--- src/sv/ppq_pkg.sv ---
package ppq_pkg;

   typedef logic [1:0] mode_type;
   typedef logic [1:0] op_type;
   typedef logic [1:0] status_type;

   localparam mode_type MODE_ADD      = 2'd0;
   localparam mode_type MODE_DISPATCH = 2'd1;
   localparam mode_type MODE_REMOVE   = 2'd2;

   localparam op_type OP_ADD      = 2'd0;
   localparam op_type OP_DISPATCH = 2'd1;
   localparam op_type OP_REMOVE   = 2'd2;
   localparam op_type OP_NOP      = 2'd3;

   localparam status_type STATUS_OK        = 2'd0;
   localparam status_type STATUS_FULL      = 2'd1;
   localparam status_type STATUS_NOT_FOUND = 2'd2;

endpackage

--- src/sv/ppq_front.sv ---
module ppq_front #(
   parameter int ID_BITS   = 16,
   parameter int PRIO_BITS = 8
) (
   input  logic                  clock,
   input  logic                  reset,
   input  logic                  req_valid,
   output logic                  req_ready,
   input  ppq_pkg::mode_type     req_mode,
   input  logic [ID_BITS-1:0]    req_pid,
   input  logic [PRIO_BITS-1:0]  req_prio,
   output logic                  cmd_valid,
   input  logic                  cmd_ready,
   output ppq_pkg::op_type       cmd_op,
   output logic [ID_BITS-1:0]    cmd_pid,
   output logic [PRIO_BITS-1:0]  cmd_prio
);

   localparam int Slots = 2;

   ppq_pkg::op_type       op_ff   [Slots];
   logic [ID_BITS-1:0]    pid_ff  [Slots];
   logic [PRIO_BITS-1:0]  prio_ff [Slots];
   logic                  wr_ptr_ff, wr_ptr_in;
   logic                  rd_ptr_ff, rd_ptr_in;
   logic [1:0]            fill_ff, fill_in;

   ppq_pkg::op_type       dec_op;
   logic [PRIO_BITS-1:0]  dec_prio;
   logic                  push, pop;

   // classify the incoming beat
   always_comb begin
      unique case (req_mode)
         ppq_pkg::MODE_ADD:      dec_op = ppq_pkg::OP_ADD;
         ppq_pkg::MODE_DISPATCH: dec_op = ppq_pkg::OP_DISPATCH;
         ppq_pkg::MODE_REMOVE:   dec_op = ppq_pkg::OP_REMOVE;
         default:                dec_op = ppq_pkg::OP_NOP;
      endcase
      dec_prio = (dec_op == ppq_pkg::OP_ADD) ? req_prio : '0;
   end

   assign req_ready = (fill_ff != 2'(Slots));
   assign cmd_valid = (fill_ff != 2'd0);
   assign push      = req_valid && req_ready;
   assign pop       = cmd_valid && cmd_ready;

   assign cmd_op   = op_ff[rd_ptr_ff];
   assign cmd_pid  = pid_ff[rd_ptr_ff];
   assign cmd_prio = prio_ff[rd_ptr_ff];

   always_comb begin
      wr_ptr_in = push ? ~wr_ptr_ff : wr_ptr_ff;
      rd_ptr_in = pop  ? ~rd_ptr_ff : rd_ptr_ff;
      fill_in   = fill_ff;
      if (push && !pop) begin
         fill_in = fill_ff + 2'd1;
      end else if (pop && !push) begin
         fill_in = fill_ff - 2'd1;
      end
   end

   always_ff @(posedge clock) begin
      if (reset) begin
         wr_ptr_ff <= 1'b0;
         rd_ptr_ff <= 1'b0;
         fill_ff   <= 2'd0;
      end else begin
         wr_ptr_ff <= wr_ptr_in;
         rd_ptr_ff <= rd_ptr_in;
         fill_ff   <= fill_in;
      end
   end

   always_ff @(posedge clock) begin
      if (push) begin
         op_ff[wr_ptr_ff]   <= dec_op;
         pid_ff[wr_ptr_ff]  <= req_pid;
         prio_ff[wr_ptr_ff] <= dec_prio;
      end
   end

endmodule

--- src/sv/ppq_back.sv ---
module ppq_back #(
   parameter int QUEUE_DEPTH = 32,
   parameter int ID_BITS     = 16,
   parameter int PRIO_BITS   = 8,
   parameter int COUNT_BITS  = $clog2(QUEUE_DEPTH + 1)
) (
   input  logic                   clock,
   input  logic                   reset,
   input  logic                   cmd_valid,
   output logic                   cmd_ready,
   input  ppq_pkg::op_type        cmd_op,
   input  logic [ID_BITS-1:0]     cmd_pid,
   input  logic [PRIO_BITS-1:0]   cmd_prio,
   output logic                   rsp_valid,
   input  logic                   rsp_ready,
   output logic                   rsp_run_valid,
   output logic [ID_BITS-1:0]     rsp_run_pid,
   output logic [PRIO_BITS-1:0]   rsp_run_prio,
   output logic [COUNT_BITS-1:0]  rsp_queue_count,
   output ppq_pkg::status_type    rsp_status
);

   localparam int AddrBits  = (QUEUE_DEPTH > 1) ? $clog2(QUEUE_DEPTH) : 1;
   localparam int EntryBits = ID_BITS + PRIO_BITS;

   localparam logic [2:0] S_IDLE     = 3'd0;
   localparam logic [2:0] S_INS      = 3'd1;
   localparam logic [2:0] S_INS_LAST = 3'd2;
   localparam logic [2:0] S_DSP_HEAD = 3'd3;
   localparam logic [2:0] S_DSP      = 3'd4;
   localparam logic [2:0] S_REM      = 3'd5;
   localparam logic [2:0] S_DONE     = 3'd6;

   logic [2:0]            state_ff, state_in;
   logic                  run_valid_ff, run_valid_in;
   logic [ID_BITS-1:0]    run_id_ff, run_id_in;
   logic [PRIO_BITS-1:0]  run_prio_ff, run_prio_in;
   logic [COUNT_BITS-1:0] len_ff, len_in;
   logic [AddrBits-1:0]   ptr_ff, ptr_in;
   logic [COUNT_BITS-1:0] wr_ff, wr_in;
   logic                  found_ff, found_in;
   logic [ID_BITS-1:0]    ins_id_ff, ins_id_in;
   logic [PRIO_BITS-1:0]  ins_prio_ff, ins_prio_in;
   logic [ID_BITS-1:0]    key_id_ff, key_id_in;
   ppq_pkg::status_type   status_ff, status_in;

   logic                  rsp_valid_ff;
   logic                  rsp_run_valid_ff;
   logic [ID_BITS-1:0]    rsp_run_pid_ff;
   logic [PRIO_BITS-1:0]  rsp_run_prio_ff;
   logic [COUNT_BITS-1:0] rsp_count_ff;
   ppq_pkg::status_type   rsp_status_ff;
   logic                  rsp_load;

   logic [EntryBits-1:0]  mem_ff [QUEUE_DEPTH];
   logic [EntryBits-1:0]  rd_data_ff;
   logic                  mem_we;
   logic [AddrBits-1:0]   mem_waddr;
   logic [EntryBits-1:0]  mem_wdata;
   logic [AddrBits-1:0]   mem_raddr;

   logic [ID_BITS-1:0]    rd_id;
   logic [PRIO_BITS-1:0]  rd_prio;
   logic [COUNT_BITS-1:0] len_last;
   logic [COUNT_BITS-1:0] ptr_ext;
   logic                  rem_match;

   assign rd_id     = rd_data_ff[EntryBits-1:PRIO_BITS];
   assign rd_prio   = rd_data_ff[PRIO_BITS-1:0];
   assign len_last  = len_ff - 1'b1;
   assign ptr_ext   = COUNT_BITS'(ptr_ff);
   assign rem_match = (rd_id == key_id_ff);

   always_comb begin
      state_in     = state_ff;
      run_valid_in = run_valid_ff;
      run_id_in    = run_id_ff;
      run_prio_in  = run_prio_ff;
      len_in       = len_ff;
      ptr_in       = ptr_ff;
      wr_in        = wr_ff;
      found_in     = found_ff;
      ins_id_in    = ins_id_ff;
      ins_prio_in  = ins_prio_ff;
      key_id_in    = key_id_ff;
      status_in    = status_ff;
      mem_we       = 1'b0;
      mem_waddr    = ptr_ff;
      mem_wdata    = rd_data_ff;
      mem_raddr    = ptr_ff;
      cmd_ready    = 1'b0;
      rsp_load     = 1'b0;

      unique case (state_ff)
         S_IDLE: begin
            cmd_ready = 1'b1;
            if (cmd_valid) begin
               key_id_in = cmd_pid;
               status_in = ppq_pkg::STATUS_OK;
               state_in  = S_DONE;
               unique case (cmd_op)
                  ppq_pkg::OP_ADD: begin
                     if (!run_valid_ff) begin
                        run_valid_in = 1'b1;
                        run_id_in    = cmd_pid;
                        run_prio_in  = cmd_prio;
                     end else if (len_ff == COUNT_BITS'(QUEUE_DEPTH)) begin
                        status_in = ppq_pkg::STATUS_FULL;
                     end else begin
                        // strictly higher priority preempts; the runner goes to the queue
                        if (run_prio_ff < cmd_prio) begin
                           ins_id_in   = run_id_ff;
                           ins_prio_in = run_prio_ff;
                           run_id_in   = cmd_pid;
                           run_prio_in = cmd_prio;
                        end else begin
                           ins_id_in   = cmd_pid;
                           ins_prio_in = cmd_prio;
                        end
                        if (len_ff == '0) begin
                           ptr_in   = '0;
                           state_in = S_INS_LAST;
                        end else begin
                           mem_raddr = len_last[AddrBits-1:0];
                           ptr_in    = len_last[AddrBits-1:0];
                           state_in  = S_INS;
                        end
                     end
                  end
                  ppq_pkg::OP_DISPATCH: begin
                     if (len_ff == '0) begin
                        run_valid_in = 1'b0;
                        run_id_in    = '0;
                        run_prio_in  = '0;
                     end else begin
                        mem_raddr = '0;
                        state_in  = S_DSP_HEAD;
                     end
                  end
                  ppq_pkg::OP_REMOVE: begin
                     if (len_ff == '0) begin
                        status_in = ppq_pkg::STATUS_NOT_FOUND;
                     end else begin
                        mem_raddr = '0;
                        ptr_in    = '0;
                        wr_in     = '0;
                        found_in  = 1'b0;
                        state_in  = S_REM;
                     end
                  end
                  default: begin
                  end
               endcase
            end
         end

         // walk down from the tail, moving lower-priority entries up by one
         S_INS: begin
            mem_we    = 1'b1;
            mem_waddr = ptr_ff + 1'b1;
            if (rd_prio < ins_prio_ff) begin
               mem_wdata = rd_data_ff;
               if (ptr_ff == '0) begin
                  state_in = S_INS_LAST;
               end else begin
                  mem_raddr = ptr_ff - 1'b1;
                  ptr_in    = ptr_ff - 1'b1;
               end
            end else begin
               mem_wdata = {ins_id_ff, ins_prio_ff};
               len_in    = len_ff + 1'b1;
               state_in  = S_DONE;
            end
         end

         S_INS_LAST: begin
            mem_we    = 1'b1;
            mem_waddr = ptr_ff;
            mem_wdata = {ins_id_ff, ins_prio_ff};
            len_in    = len_ff + 1'b1;
            state_in  = S_DONE;
         end

         S_DSP_HEAD: begin
            run_valid_in = 1'b1;
            run_id_in    = rd_id;
            run_prio_in  = rd_prio;
            len_in       = len_last;
            if (len_ff == COUNT_BITS'(1)) begin
               state_in = S_DONE;
            end else begin
               mem_raddr = AddrBits'(1);
               ptr_in    = AddrBits'(1);
               state_in  = S_DSP;
            end
         end

         // shift the rest down by one; len already holds the new count
         S_DSP: begin
            mem_we    = 1'b1;
            mem_waddr = ptr_ff - 1'b1;
            mem_wdata = rd_data_ff;
            if (ptr_ext == len_ff) begin
               state_in = S_DONE;
            end else begin
               mem_raddr = ptr_ff + 1'b1;
               ptr_in    = ptr_ff + 1'b1;
            end
         end

         // compact: keep non-matching entries at the write pointer
         S_REM: begin
            if (rem_match) begin
               found_in = 1'b1;
            end else begin
               mem_we    = 1'b1;
               mem_waddr = wr_ff[AddrBits-1:0];
               mem_wdata = rd_data_ff;
               wr_in     = wr_ff + 1'b1;
            end
            if (ptr_ext == len_last) begin
               len_in    = rem_match ? wr_ff : wr_ff + 1'b1;
               status_in = (rem_match || found_ff) ? ppq_pkg::STATUS_OK
                                                   : ppq_pkg::STATUS_NOT_FOUND;
               state_in  = S_DONE;
            end else begin
               mem_raddr = ptr_ff + 1'b1;
               ptr_in    = ptr_ff + 1'b1;
            end
         end

         S_DONE: begin
            if (!rsp_valid_ff || rsp_ready) begin
               rsp_load = 1'b1;
               state_in = S_IDLE;
            end
         end

         default: begin
            state_in = S_IDLE;
         end
      endcase
   end

   always_ff @(posedge clock) begin
      if (reset) begin
         state_ff     <= S_IDLE;
         run_valid_ff <= 1'b0;
         run_id_ff    <= '0;
         run_prio_ff  <= '0;
         len_ff       <= '0;
         rsp_valid_ff <= 1'b0;
      end else begin
         state_ff     <= state_in;
         run_valid_ff <= run_valid_in;
         run_id_ff    <= run_id_in;
         run_prio_ff  <= run_prio_in;
         len_ff       <= len_in;
         if (rsp_load) begin
            rsp_valid_ff <= 1'b1;
         end else if (rsp_ready) begin
            rsp_valid_ff <= 1'b0;
         end
      end
   end

   always_ff @(posedge clock) begin
      ptr_ff      <= ptr_in;
      wr_ff       <= wr_in;
      found_ff    <= found_in;
      ins_id_ff   <= ins_id_in;
      ins_prio_ff <= ins_prio_in;
      key_id_ff   <= key_id_in;
      status_ff   <= status_in;
      if (rsp_load) begin
         rsp_run_valid_ff <= run_valid_ff;
         rsp_run_pid_ff   <= run_valid_ff ? run_id_ff : '0;
         rsp_run_prio_ff  <= run_valid_ff ? run_prio_ff : '0;
         rsp_count_ff     <= len_ff;
         rsp_status_ff    <= status_ff;
      end
   end

   always_ff @(posedge clock) begin
      if (mem_we) begin
         mem_ff[mem_waddr] <= mem_wdata;
      end
      rd_data_ff <= mem_ff[mem_raddr];
   end

   assign rsp_valid       = rsp_valid_ff;
   assign rsp_run_valid   = rsp_run_valid_ff;
   assign rsp_run_pid     = rsp_run_pid_ff;
   assign rsp_run_prio    = rsp_run_prio_ff;
   assign rsp_queue_count = rsp_count_ff;
   assign rsp_status      = rsp_status_ff;

endmodule

--- src/sv/preemptive_priority_ready_queue_unit.sv ---
// channel   direction  handshake                payload
// req       in         req_valid / req_ready    req_mode, req_pid, req_prio
// rsp       out        rsp_valid / rsp_ready    rsp_run_valid, rsp_run_pid, rsp_run_prio,
//                                               rsp_queue_count, rsp_status
//
// A two-beat command buffer parts the front from the back, which walks the queue memory.
// rsp_valid rises without a walk of the queue memory for an add into an empty slot, a full
// reject, a nop, an empty dispatch or a remove on an empty queue; an insert, a dispatch or a
// remove over a queue of N entries steps one entry per cycle through the queue memory
// (one read and one write port).
// Reset is synchronous: slot empty, queue empty, no result pending; the queue memory
// is not cleared. A stalled rsp holds the back; the front keeps taking beats until full.
module preemptive_priority_ready_queue_unit #(
   parameter int QUEUE_DEPTH = 32,
   parameter int ID_BITS     = 16,
   parameter int PRIO_BITS   = 8
) (
   input  logic                                    clock,
   input  logic                                    reset,
   input  logic                                    req_valid,
   output logic                                    req_ready,
   input  ppq_pkg::mode_type                       req_mode,
   input  logic [ID_BITS-1:0]                      req_pid,
   input  logic [PRIO_BITS-1:0]                    req_prio,
   output logic                                    rsp_valid,
   input  logic                                    rsp_ready,
   output logic                                    rsp_run_valid,
   output logic [ID_BITS-1:0]                      rsp_run_pid,
   output logic [PRIO_BITS-1:0]                    rsp_run_prio,
   output logic [$clog2(QUEUE_DEPTH + 1)-1:0]      rsp_queue_count,
   output ppq_pkg::status_type                     rsp_status
);

   logic                  cmd_valid;
   logic                  cmd_ready;
   ppq_pkg::op_type       cmd_op;
   logic [ID_BITS-1:0]    cmd_pid;
   logic [PRIO_BITS-1:0]  cmd_prio;

   ppq_front #(
      .ID_BITS   (ID_BITS),
      .PRIO_BITS (PRIO_BITS)
   ) u_front (
      .clock     (clock),
      .reset     (reset),
      .req_valid (req_valid),
      .req_ready (req_ready),
      .req_mode  (req_mode),
      .req_pid   (req_pid),
      .req_prio  (req_prio),
      .cmd_valid (cmd_valid),
      .cmd_ready (cmd_ready),
      .cmd_op    (cmd_op),
      .cmd_pid   (cmd_pid),
      .cmd_prio  (cmd_prio)
   );

   ppq_back #(
      .QUEUE_DEPTH (QUEUE_DEPTH),
      .ID_BITS     (ID_BITS),
      .PRIO_BITS   (PRIO_BITS)
   ) u_back (
      .clock           (clock),
      .reset           (reset),
      .cmd_valid       (cmd_valid),
      .cmd_ready       (cmd_ready),
      .cmd_op          (cmd_op),
      .cmd_pid         (cmd_pid),
      .cmd_prio        (cmd_prio),
      .rsp_valid       (rsp_valid),
      .rsp_ready       (rsp_ready),
      .rsp_run_valid   (rsp_run_valid),
      .rsp_run_pid     (rsp_run_pid),
      .rsp_run_prio    (rsp_run_prio),
      .rsp_queue_count (rsp_queue_count),
      .rsp_status      (rsp_status)
   );

endmodule

--- config.mk ---
export PLATFORM = sky130hd
export DESIGN_NAME = preemptive_priority_ready_queue_unit
export DESIGN_NICKNAME = d
export VERILOG_FILES = /design/src/sv/ppq_pkg.sv /design/src/sv/ppq_front.sv /design/src/sv/ppq_back.sv /design/src/sv/preemptive_priority_ready_queue_unit.sv
export SDC_FILE = /design/constraint.sdc
export NUM_CORES = 1
export LEC_CHECK = 0
export ABC_AREA = 1
export BUFFER_PORTS_ARGS = -buffer_cell sky130_fd_sc_hd__buf_2
export CORE_MARGIN = 1
export CORE_UTILIZATION = 43
export CTS_CLUSTER_DIAMETER = 120
export DETAILED_ROUTE_END_ITERATION = 12
export GPL_ROUTABILITY_DRIVEN = 0
export HOLD_SLACK_MARGIN = 0.08
export SLEW_MARGIN = 20
export SYNTH_ARGS = -nofsm -noshare
export SYNTH_HDL_FRONTEND = slang
export SYNTH_SLANG_ARGS = --single-unit
--- constraint.sdc ---
create_clock -name clock -period 5.7 [get_ports clock]
set_input_delay 0.57 -clock clock [delete_from_list [all_inputs] [get_ports clock]]
set_output_delay 0.57 -clock clock [all_outputs]
set_load 0.005 [all_outputs]
==> results_dict.tcl <==
set metrics [dict create \
    cts_made_buffers 100 \
    fin_area_sq_mm 0.0485 \
    grt_pass1_vias 28600 \
    max_stage_delay_ns 0.49 \
    dieArea_sq_mm 0.102 \
    critPathKind "flip-flop to flip-flop" \
    die_w_um 319 \
    antenna_found_initial 0 \
    rsz0062_at_grt "no" \
    hold_slack_ns 0.116 \
    required_ns 6.22 \
    worstHoldPathType "input pin to flip-flop" \
    cts.sinks 971 \
    clk_latency_ns 0.67 \
    avgSynthCellArea_sq_um 10.4 \
    rrSetupSlack_ns 1.22 \
    postCtsSetupBuffers 0 \
    cp_max_fo 63 \
    drive_gt1_share_pct 8.92 \
    cts-root-buf "clkbuf_16" \
    crit_chain "inv_1 > or2_2 > o21ai_0 > inv_1 > ha_1 > nor2_1 > nand2_1 > nand2_1 > nand2_1 > o21ai_1 > nand4_4 > nand2_8 > buf_4 > nand2_1 > nand3_1 > nand3_1 > nand3_1 > nand2_1 > nand2_1 > nand2_1" \
    ys_seq_area_share_pct 65.9 \
    syn_inst 4174 \
    grt_pass1_wl_um 177000 \
    htreeDepth 3 \
    drc_errors 0 \
    setup_tns_ns 0 \
    post_dp_cell_area_sq_mm 0.0452 \
    num_rows 115 \
    portBuffers 64 \
    post_cts_resized 0 \
    path_buf_inv 3 \
    maxSlewHeadroom_pct 27.6 \
    hold_end "u_front.op_ff[1][1]" \
    whs_path_depth 1 \
    hold_viol_final 0 \
    clk_pin_slew_ns 0.06 \
    dpl.hpwl_um 64100 \
    critPathCaptureType "flip-flop" \
    slew_violations 0 \
    crit_top_cell "nand2_1" \
    finalCriticalPeriod_ns 4.48 \
    grt_start_max_net_pins 197 \
    setup_viol 0 \
    ys_warn_count 0 \
    utilization_pct 49.0 \
    antenna_cells 0 \
    syn-num-nets 4230 \
    drt_pass1_iterations 5 \
    status "completed" \
    areaGrowthSynthToFinish_pct 12.2 \
    path_delay_family "simple AND/OR/NAND/NOR gates" \
    fmax_mhz 223 \
    rr_worst_depth 20 \
    clk_path_buf_depth 3 \
    io_pins 65 \
    timing.critical_path.from_type "flip-flop" \
    start_util_pct 43.7 \
    post-route-period-util_pct 78.5 \
    ys_ff_latch 971 \
    ant_nets 0 \
    cts_tree "yes" \
    cap_viol_max_count 0 \
    fin_skew_ns 0.0214 \
    wl_per_cell_um 20.9 \
    die_y_um 319 \
    syn_area_sq_mm 0.0433 \
    viasPerCell 5.39 \
    ys_types 44 \
    vias 30000 \
    slowest_stage "buf_4" \
    min_from "req_mode[1]" \
    critical_path_arrival_ns 4.99 \
    nNetsFinal 4248 \
    r2r_end "u_back.rd_data_ff[18]" \
    core_region_area_sq_mm 0.0990 \
    worstMarginPinSlew_ns 1.09 \
    gr-total-overflow 0 \
    wirelength_um 116000 \
    drt_first_iter_violations 2940 \
    grt_usage_pct 22.7 \
]
[cell families after synthesis]
group	after synthesis	share of synthesized area, %
xor+xnor	23	0.466
flops	971	65.9
mux	22	0.549
compound gates	224	2.80
fa+ha+maj	26	0.752
buf+inv	802	7.36
simple gates	2106	22.2
[layout by cell type (no fill, tap or decap), drive strengths merged, types with 12 or more instances in the layout]
| master | netlist | routed |
|---|---|---|
| nor2 | 136 | 136 |
| o21ai | 109 | 109 |
| nand3b | 122 | 122 |
| clkinv | 1 | 33 |
| clkbuf | 97 | 137 |
| or2 | 20 | 20 |
| dlygate4sd3 | 0 | 16 |
| mux2 | 14 | 14 |
| nand3 | 857 | 857 |
| edfxtp | 907 | 907 |
| buf | 145 | 142 |
| dfxtp | 64 | 64 |
| xnor2 | 12 | 12 |
| inv | 559 | 565 |
| nand4 | 20 | 20 |
| nand2 | 941 | 941 |
| ha | 26 | 26 |
| a21oi | 78 | 78 |
[repair_timing]
action	in CTS	in global routing
hold buffers	16	0
endpoints found under the hold margin	31	0
endpoints found under the setup margin	0	0
[stage by stage]
step	instances	setup WS, ns
2_1_floorplan	4174	2.34
3_3_place_gp	5359	1.25
3_5_place_dp	5359	1.24
4_1_cts	5558	1.21
5_1_grt	5560	0.811
6_report	5560	1.22
[worst max path at each step]
stage / end / cells after the start / slack [ns]
finish: u_back.rd_data_ff[18] / 20 / 1.22
global route: u_back.rd_data_ff[18] / 20 / 0.81
CTS: u_back.rd_data_ff[18] / 20 / 1.21
detailed placement: u_back.rd_data_ff[18] / 20 / 1.24
global placement: u_back.rd_data_ff[18] / 20 / 1.25
floorplan: u_back.mem_ff[14][0] / 10 / 2.34
[state kept, by name, summed over array words and instances (netlist names), 3 cells and up, named ones only]
name / flops
u_back.run_prio_ff: 8
u_back.rsp_run_pid: 16
u_back.ins_prio_ff: 8
u_back.wr_ff: 6
u_back.run_id_ff: 16
u_front.op_ff: 4
u_back.rd_data_ff: 24
u_back.rsp_run_prio: 8
u_back.rsp_queue_count: 6
u_back.key_id_ff: 16
u_front.prio_ff: 16
u_back.len_ff: 6
u_back.mem_ff: 768
u_front.pid_ff: 32
u_back.state_ff: 3
u_back.ins_id_ff: 16
u_back.ptr_ff: 5
[worst register-to-register path, cell delays in order (launching register included)]
cell	delay (ns)
dfxtp_1	0.32
inv_1	0.23
or2_2	0.36
o21ai_0	0.15
inv_1	0.11
ha_1	0.24
nor2_1	0.29
nand2_1	0.17
nand2_1	0.09
nand2_1	0.05
o21ai_1	0.25
nand4_4	0.25
nand2_8	0.41
buf_4	0.58
nand2_1	0.11
nand3_1	0.08
nand3_1	0.08
nand3_1	0.13
nand2_1	0.13
nand2_1	0.12
nand2_1	0.16
[synth_stat cells, drive strengths merged]
cell	count	area [sq um]
dfxtp	64	1280
xnor2	12	105
mux2i	8	80.1
xor2	11	96.3
nand2	941	3530
nor2	136	526
o21a	2	15.0
a31oi	4	25.0
a221oi	2	17.5
nand4	20	131
o22ai	10	62.6
o21bai	1	7.51
a21oi	78	390
nand3	857	4300
edfxtp	907	27200
buf	145	718
o211ai	3	22.5
o21ai	109	549
o2111ai	2	17.5
o221ai	4	35.0
clkbuf	97	364
nor3	7	40.0
a211oi	6	45.0
mux2	14	158
o31ai	1	7.51
inv	559	2100
ha	26	325
or2	20	125
a22oi	1	7.51
nor4	2	12.5
a21boi	1	7.51
and3	1	6.26
nand3b	122	916
clkinv	1	3.75
[metal layers]
metal	vias up	GRT usage [%]	share of wire [%]
li1	14200	-	-
met1	14600	32.1	44
met2	1023	36.7	47
met3	169	2.70	6.3
met4	0	6.92	2.7
met5	-	0	0
[final cells by class]
class,count,area (sq um)
clock buffer,137,2720
clock inverter,46,435
fill,8953,50500
inverter,560,2110
multi-input combinational,2401,11900
sequential,971,28500
tap,1287,1610
timing repair buffer,158,1230
Power is left out: the tool's default activity adds up to more than one toggle a clock period on the data nets, which glitch-free logic cannot reach.
